**config.mk**
```make
export PLATFORM = sky130hd
export DESIGN_NAME = error_code_blinker_core
export DESIGN_NICKNAME = d
export VERILOG_FILES = /design/src/rtl/ecb_pkg.sv /design/src/rtl/error_code_blinker_core.sv
export SDC_FILE = /design/constraint.sdc
export NUM_CORES = 1
export LEC_CHECK = 0
export ABC_AREA = 1
export BUFFER_PORTS_ARGS = -buffer_cell sky130_fd_sc_hd__buf_2
export CAP_MARGIN = 20
export CORE_MARGIN = 5
export CORE_UTILIZATION = 58
export CTS_CLUSTER_DIAMETER = 50
export DETAILED_ROUTE_END_ITERATION = 10
export MAX_ROUTING_LAYER = met4
export PLACE_DENSITY = 0.86
export SLEW_MARGIN = 25
export SYNTH_ARGS = -nofsm -noshare
export SYNTH_HDL_FRONTEND = slang
export SYNTH_SLANG_ARGS = --single-unit
```
**constraint.sdc**
```tcl
create_clock -name clk -period 3.05 [get_ports clk]
set_input_delay 0.305 -clock clk [delete_from_list [all_inputs] [get_ports clk]]
set_output_delay 0.305 -clock clk [all_outputs]
set_load 0.02 [all_outputs]
```
**src/rtl/ecb_pkg.sv**
```systemverilog
// Package for the error code blinker: phase codes, register map and widths.
// No dependencies; imported by error_code_blinker_core.
package ecb_pkg;

    localparam int unsigned CODE_W  = 8;
    localparam int unsigned TICK_W  = 8;
    localparam int unsigned PHASE_W = 2;
    localparam int unsigned ADDR_W  = 4;
    localparam int unsigned DATA_W  = 32;
    localparam int unsigned OUT_W   = 16;

    // blink phase codes
    localparam logic [PHASE_W-1:0] PH_IDLE  = 2'd0;
    localparam logic [PHASE_W-1:0] PH_LIT   = 2'd1;
    localparam logic [PHASE_W-1:0] PH_DARK  = 2'd2;
    localparam logic [PHASE_W-1:0] PH_PAUSE = 2'd3;

    // register indexes (byte address = 4 * index)
    localparam logic [1:0] REG_ON_TICKS    = 2'd0;
    localparam logic [1:0] REG_OFF_TICKS   = 2'd1;
    localparam logic [1:0] REG_PAUSE_TICKS = 2'd2;

    // input kind carried on tuser
    localparam logic MODE_TICK  = 1'b0;
    localparam logic MODE_WRITE = 1'b1;

    localparam logic [TICK_W-1:0] ON_TICKS_RST    = 8'd18;
    localparam logic [TICK_W-1:0] OFF_TICKS_RST   = 8'd18;
    localparam logic [TICK_W-1:0] PAUSE_TICKS_RST = 8'd80;
    localparam logic [CODE_W-1:0] BLINKS_MAX      = 8'd255;

endpackage

```
**src/rtl/error_code_blinker_core.sv**
```systemverilog
// Error code blinker: drives a status LED that blinks a stored error code.
// Depends on ecb_pkg for phase codes, register map and widths.
//
// Usage:
//   Input stream (s_axis_*): one transfer per event. tuser = 0 is one timer
//   tick, tuser = 1 writes the error code in tdata[7:0] (zero stops blinking).
//   Output stream (m_axis_*): exactly one result per input transfer, in order:
//   tdata[0] LED level, tdata[8:1] stored code, tdata[10:9] phase
//   (0 idle, 1 lit, 2 dark between blinks, 3 pause).
//   APB port: on_ticks at 0x0, off_ticks at 0x4, pause_ticks at 0x8, 8 bits
//   each; write only while the streams are idle.
// Path: the input transfer is captured in the input register, then the state
//   update is written into the result register once the result side is free
//   (result register empty or being taken).
// Throughput: one item per cycle while the result side does not stall; the
//   state update is a single pass of counter decrement and phase select.
// Reset: LED off, idle phase, code zero, registers at 18/18/80 ticks.
// Stall: when m_axis_tready is low the result holds; the input register
//   still takes one more item, then s_axis_tready drops until the result
//   is taken.
module error_code_blinker_core
    import ecb_pkg::*;
(
    input  logic              clk,
    input  logic              rst_n,
    // input stream
    input  logic              s_axis_tvalid,
    output logic              s_axis_tready,
    input  logic [7:0]        s_axis_tdata,   // [7:0] new code (used when mode is 1)
    input  logic              s_axis_tuser,   // [0] mode
    // result stream
    output logic              m_axis_tvalid,
    input  logic              m_axis_tready,
    output logic [OUT_W-1:0]  m_axis_tdata,   // [0] led_on, [8:1] shown_code,
                                              // [10:9] phase, [15:11] zero
    // configuration
    input  logic              psel,
    input  logic              penable,
    input  logic              pwrite,
    input  logic [ADDR_W-1:0] paddr,
    input  logic [DATA_W-1:0] pwdata,
    output logic [DATA_W-1:0] prdata,
    output logic              pready
);

    logic [TICK_W-1:0]  on_ticks_reg;
    logic [TICK_W-1:0]  off_ticks_reg;
    logic [TICK_W-1:0]  pause_ticks_reg;

    logic               in_valid_reg;
    logic               in_mode_reg;
    logic [CODE_W-1:0]  in_code_reg;

    logic [PHASE_W-1:0] phase_reg,  phase_next;
    logic [TICK_W-1:0]  ticks_reg,  ticks_next;
    logic [CODE_W-1:0]  blinks_reg, blinks_next;
    logic [CODE_W-1:0]  code_reg,   code_next;
    logic               led_reg,    led_next;

    logic               out_valid_reg;
    logic [OUT_W-1:0]   out_data_reg;

    logic               advance;
    logic               cfg_write;

    // ---------------- configuration ----------------
    assign pready    = 1'b1;
    assign cfg_write = psel && penable && pwrite && pready;

    always_ff @(posedge clk or negedge rst_n)
    begin
        if (!rst_n)
        begin
            on_ticks_reg    <= ON_TICKS_RST;
            off_ticks_reg   <= OFF_TICKS_RST;
            pause_ticks_reg <= PAUSE_TICKS_RST;
        end
        else if (cfg_write)
        begin
            unique case (paddr[3:2])
                REG_ON_TICKS:    on_ticks_reg    <= pwdata[TICK_W-1:0];
                REG_OFF_TICKS:   off_ticks_reg   <= pwdata[TICK_W-1:0];
                REG_PAUSE_TICKS: pause_ticks_reg <= pwdata[TICK_W-1:0];
                default:         ;
            endcase
        end
    end

    always_comb
    begin
        prdata = '0;
        unique case (paddr[3:2])
            REG_ON_TICKS:    prdata[TICK_W-1:0] = on_ticks_reg;
            REG_OFF_TICKS:   prdata[TICK_W-1:0] = off_ticks_reg;
            REG_PAUSE_TICKS: prdata[TICK_W-1:0] = pause_ticks_reg;
            default:         prdata = '0;
        endcase
    end

    // ---------------- handshake ----------------
    assign advance       = in_valid_reg && (!out_valid_reg || m_axis_tready);
    assign s_axis_tready = !in_valid_reg || advance;

    always_ff @(posedge clk or negedge rst_n)
    begin
        if (!rst_n)
            in_valid_reg <= 1'b0;
        else if (s_axis_tready)
            in_valid_reg <= s_axis_tvalid;
    end

    always_ff @(posedge clk)
    begin
        if (s_axis_tready && s_axis_tvalid)
        begin
            in_mode_reg <= s_axis_tuser;
            in_code_reg <= s_axis_tdata;
        end
    end

    // ---------------- blink state update ----------------
    always_comb
    begin
        phase_next  = phase_reg;
        ticks_next  = ticks_reg;
        blinks_next = blinks_reg;
        code_next   = code_reg;
        led_next    = led_reg;
        if (in_mode_reg == MODE_TICK)
        begin
            if (ticks_reg != '0)
                ticks_next = ticks_reg - 1'b1;
            else
            begin
                unique case (phase_reg)
                    PH_LIT:
                    begin
                        if (blinks_reg != BLINKS_MAX)
                            blinks_next = blinks_reg + 1'b1;
                        phase_next = PH_DARK;
                        ticks_next = off_ticks_reg;
                        led_next   = 1'b0;
                    end
                    PH_DARK:
                    begin
                        if (blinks_reg >= code_reg)
                        begin
                            phase_next = PH_PAUSE;
                            ticks_next = pause_ticks_reg;
                        end
                        else
                        begin
                            phase_next = PH_LIT;
                            ticks_next = on_ticks_reg;
                            led_next   = 1'b1;
                        end
                    end
                    PH_PAUSE:
                    begin
                        blinks_next = '0;
                        phase_next  = PH_LIT;
                        ticks_next  = on_ticks_reg;
                        led_next    = 1'b1;
                    end
                    default: ;
                endcase
            end
        end
        else
        begin
            if (in_code_reg == '0)
            begin
                phase_next = PH_IDLE;
                led_next   = 1'b0;
            end
            else if (in_code_reg != code_reg)
                phase_next = PH_DARK;
            code_next = in_code_reg;
        end
    end

    always_ff @(posedge clk or negedge rst_n)
    begin
        if (!rst_n)
        begin
            phase_reg  <= PH_IDLE;
            ticks_reg  <= '0;
            blinks_reg <= '0;
            code_reg   <= '0;
            led_reg    <= 1'b0;
        end
        else if (advance)
        begin
            phase_reg  <= phase_next;
            ticks_reg  <= ticks_next;
            blinks_reg <= blinks_next;
            code_reg   <= code_next;
            led_reg    <= led_next;
        end
    end

    // ---------------- result register ----------------
    always_ff @(posedge clk or negedge rst_n)
    begin
        if (!rst_n)
            out_valid_reg <= 1'b0;
        else if (advance)
            out_valid_reg <= 1'b1;
        else if (m_axis_tready)
            out_valid_reg <= 1'b0;
    end

    always_ff @(posedge clk)
    begin
        if (advance)
            out_data_reg <= {5'd0, phase_next, code_next, led_next};
    end

    assign m_axis_tvalid = out_valid_reg;
    assign m_axis_tdata  = out_data_reg;

    // ---------------- assertions ----------------
    // idle always means a dark LED
    a_idle_dark: assert property (@(posedge clk) disable iff (!rst_n)
        phase_reg == PH_IDLE |-> !led_reg)
        else $error("LED lit in idle phase");

    // lit phase is only entered with the LED turned on
    a_lit_on: assert property (@(posedge clk) disable iff (!rst_n)
        phase_reg == PH_LIT |-> led_reg)
        else $error("LED dark in lit phase");

    // a zero code leaves nothing to blink
    a_zero_idle: assert property (@(posedge clk) disable iff (!rst_n)
        code_reg == '0 |-> phase_reg == PH_IDLE)
        else $error("blinking with zero code");

    // a held input item is not dropped while the result side stalls
    a_in_held: assert property (@(posedge clk) disable iff (!rst_n)
        in_valid_reg && !advance |=> in_valid_reg && $stable(in_code_reg))
        else $error("input item lost during stall");

endmodule
```
==> metrics.txt <==
# TYPE chip_impl_metric gauge
chip_impl_info{name="status",value="finished clean"} 1
chip_impl_info{name="crit-reg2reg-launch",value="ticks_reg[0]"} 1
chip_impl_info{name="grt_setup_unrepaired",value="false"} 1
chip_impl_metric{name="wl_per_cell",unit="um"} 13.3
chip_impl_metric{name="netlist-cell-type-count",unit=""} 35
chip_impl_metric{name="clock_sink_count",unit=""} 73
chip_impl_info{name="timing.hold.worst.class",value="input port to async pin"} 1
chip_impl_metric{name="required",unit="ps"} 3290
chip_impl_metric{name="drt-vias-per-instance",unit=""} 5.18
chip_impl_metric{name="drive_gt1_share",unit="%"} 15.2
chip_impl_metric{name="multi_input_comb_area",unit="um^2"} 1790
chip_impl_metric{name="drcViolationCount",unit=""} 0
chip_impl_metric{name="maxClockFrequency",unit="MHz"} 430
chip_impl_metric{name="nNetsFinal",unit=""} 617
chip_impl_metric{name="ff_latch_area",unit="um^2"} 1930
chip_impl_metric{name="layout-area-overhead-vs-synth",unit="%"} 9.22
chip_impl_info{name="mostFrequentLayoutCells",value="sky130_fd_sc_hd__nand2_1, sky130_fd_sc_hd__inv_1, sky130_fd_sc_hd__o21ai_0"} 1
chip_impl_metric{name="port-buffer-count",unit=""} 46
chip_impl_metric{name="synthesis.area",unit="um^2"} 4150
chip_impl_metric{name="worst_pin_slew",unit="ps"} 882
chip_impl_metric{name="timing.hold.ws",unit="ps"} 69.6
chip_impl_metric{name="finalSetupViolCount",unit=""} 0
chip_impl_info{name="cts-root-buf",value="sky130_fd_sc_hd__clkbuf_8"} 1
chip_impl_metric{name="regToRegSetupSlack",unit="ps"} 720
chip_impl_metric{name="grt_overflow_total",unit=""} 0
chip_impl_metric{name="total_negative_setup_slack",unit="ps"} 0
chip_impl_metric{name="finalCriticalPeriod",unit="ps"} 2330
chip_impl_metric{name="initial_utilization",unit="%"} 60.5
chip_impl_metric{name="cap_violations",unit=""} 0
chip_impl_metric{name="fin_crit_sh",unit="%"} 76.3
chip_impl_metric{name="grt_pass1_wl",unit="mm"} 14.9
chip_impl_metric{name="synth_top_area_share",unit="%"} 28.3
chip_impl_metric{name="flip_flop_count_of_the_largest_register_after_layout",unit=""} 11
chip_impl_metric{name="global_route.usage.total",unit="%"} 21.6
chip_impl_metric{name="routed_wl",unit="mm"} 8.73
chip_impl_metric{name="drt-pass1-iter-count",unit=""} 5
chip_impl_metric{name="grt_antenna_before_repair",unit=""} 0
chip_impl_metric{name="yosysWarningCount",unit=""} 0
chip_impl_info{name="final_common_cell",value="sky130_fd_sc_hd__nand2_1"} 1
chip_impl_metric{name="critical_path_fanouts_max",unit=""} 16
chip_impl_metric{name="share_of_synthesized_area_occupied_by_flip_flops_and_latches",unit="%"} 46.6
chip_impl_info{name="crit_path_cell_trace",value="inv_1 > ha_1 > nand3_1 > nor3_4 > inv_4 > nor4_4 > inv_1 > nand2_1 > o21ai_1"} 1
chip_impl_info{name="worstReg2RegEnd",value="blinks_reg[2]"} 1
chip_impl_info{name="synth.area.top_cells",value="sky130_fd_sc_hd__dfrtp_1, sky130_fd_sc_hd__edfxtp_1, sky130_fd_sc_hd__nand2_1"} 1
chip_impl_metric{name="htree_levels",unit=""} 3
chip_impl_metric{name="timing_max_transition_violations_final",unit=""} 0
chip_impl_metric{name="worst_ep_arrival_time",unit="ps"} 2570
chip_impl_metric{name="hold_viol",unit=""} 0
chip_impl_metric{name="die-height",unit="um"} 94.6
chip_impl_metric{name="core_region_area",unit="um^2"} 6870
chip_impl_metric{name="synth_seq_cells",unit=""} 73
chip_impl_metric{name="worst_r2r_path_depth",unit=""} 9
chip_impl_metric{name="die-area",unit="um^2"} 8950
chip_impl_metric{name="holdBufCountCts",unit=""} 0
chip_impl_metric{name="critical-path-max-stage-delay",unit="ps"} 660
chip_impl_metric{name="antenna_cells",unit=""} 0
chip_impl_info{name="synth.largest_area_cell",value="sky130_fd_sc_hd__dfrtp_1"} 1
chip_impl_metric{name="fin_worst_skew",unit="ps"} 8.99
chip_impl_metric{name="grt_pass1_vias",unit=""} 3195
chip_impl_metric{name="worst_skew_pair.late_latency",unit="ps"} 360
chip_impl_info{name="critPathMostFrequentCell",value="sky130_fd_sc_hd__inv_1"} 1
chip_impl_metric{name="post-cts-setup-buffer-count",unit=""} 0
chip_impl_metric{name="power.ir.vdd_worst",unit="mV"} 0.365
chip_impl_metric{name="detailed_place_hpwl",unit="mm"} 6.27
chip_impl_metric{name="io_pins",unit=""} 103
chip_impl_metric{name="layout.filler_cells",unit=""} 558
chip_impl_info{name="worstSetupEndpointType",value="flop"} 1
chip_impl_info{name="critical_path_type",value="flop to flop"} 1
chip_impl_metric{name="pwr_density",unit="nW/um^2"} 739
chip_impl_metric{name="max_slew_margin",unit="%"} 41.1
chip_impl_metric{name="postSynthCellCount",unit=""} 511
chip_impl_metric{name="ctsResizeCount",unit=""} 0
chip_impl_metric{name="power.static_leakage",unit="uW"} 0.00226
chip_impl_metric{name="dr.first_iter.drc_count",unit=""} 260
chip_impl_metric{name="rows",unit=""} 30
chip_impl_metric{name="cts.clk_slew.worst_paths",unit="ps"} 80
chip_impl_metric{name="pin_count_of_the_biggest_net_entering_global_routing",unit=""} 54
chip_impl_metric{name="cts-buffers-inserted",unit=""} 9
chip_impl_metric{name="number_of_routed_nets_with_antenna_violations",unit=""} 0
chip_impl_metric{name="dr_total_vias",unit=""} 3392
chip_impl_metric{name="die_w",unit="um"} 94.6
chip_impl_metric{name="clockBufferDepth",unit=""} 2
chip_impl_info{name="worst_path_max_delay_cell",value="sky130_fd_sc_hd__nor4_4"} 1
chip_impl_info{name="cts_tree",value="yes"} 1
chip_impl_metric{name="finalWeightedCongestion",unit=""} 0.831
chip_impl_metric{name="synthesis.area_per_instance",unit="um^2"} 8.13
chip_impl_info{name="crit_path_start_kind",value="flop"} 1
## stage by stage
stage | std cells | utilization, % | setup slack (ps) | power [uW] | instance area [um^2]
final | 655 | 66.0 | 723 | 3350 | 4540
after global routing | 655 | 66.0 | 452 | 3620 | 4540
after CTS | 655 | 66.0 | 711 | 3360 | 4540
after detailed placement | 639 | 63.1 | 733 | 2560 | 4330
after global placement | 639 | 63.1 | 768 | 2490 | 4330
after floorplan | 539 | - | 1230 | 2310 | 4260
## area by class of cell
type                    count  share of cell area [%]
inverters                  64                    5.35
flip-flops and latches     73                    42.6
well taps                  96                    2.65
repair buffers             48                    5.41
clock buffers               9                    2.73
clock inverters             7                    1.74
multi-input cells         358                    39.5
## worst max-delay path by stage
stage                     cells past startpoint  slack, ps       endpoint          start
after CTS                                     9        710  blinks_reg[2]   ticks_reg[0]
after detailed placement                      9        730  blinks_reg[2]   ticks_reg[0]
final                                         9        720  blinks_reg[2]   ticks_reg[0]
after floorplan                              13       1230   ticks_reg[4]  blinks_reg[2]
after global routing                          9        450  blinks_reg[2]   ticks_reg[0]
after global placement                        9        770  blinks_reg[2]   ticks_reg[0]
## layer usage
layer | wire length (um) | GRT usage [%] | part of all wire (%) | vias up
met5 | 0 | - | 0 | -
met4 | 70 | 5.05 | 0.80 | 0
met3 | 658 | 5.02 | 7.5 | 10
met2 | 4080 | 34.4 | 47 | 146
met1 | 3930 | 28.1 | 45 | 1560
li1 | - | - | - | 1676
## worst max-delay path, delay by kind of cell (launching register included)
| kind | cells | cell delay (ps) |
|---|---|---|
| compound gates | 1 | 60 |
| flops | 1 | 390 |
| buf+inv | 3 | 430 |
| simple gates | 4 | 1180 |
| fa+ha+maj | 1 | 150 |
## Yosys cell counts, drive strengths merged
cell	instances
o221ai	1
nor2	24
buf	33
nand4	4
clkbuf	11
nor4	3
inv	64
dfstp	6
nor3	6
o211ai	15
edfxtp	20
o21ai	54
conb	2
xor2	9
nand3	11
dfrtp	47
a21o	1
a221oi	7
ha	11
a21oi	9
xnor2	5
nand2	162
and3	1
o22ai	1
or2	4
## power breakdown
group,leakage (uW),switching [uW],internal (uW),total [uW]
Sequential,0.000831,172,1250,1420
Clock,0.0000994,401,386,788
Combinational,0.00133,746,397,1140
## cells by family after synthesis
logic type | after synthesis | synth area share, %
XOR/XNOR | 14 | 2.95
buffers and inverters | 108 | 12.8
AND/OR/NAND/NOR | 215 | 21.5
adder cells (fa/ha/maj) | 11 | 3.31
flip-flops | 73 | 46.6
other | 2 | 0.181
AO/OA/AOI/OAI | 88 | 12.6
Power figures use the tool's default switching activity.
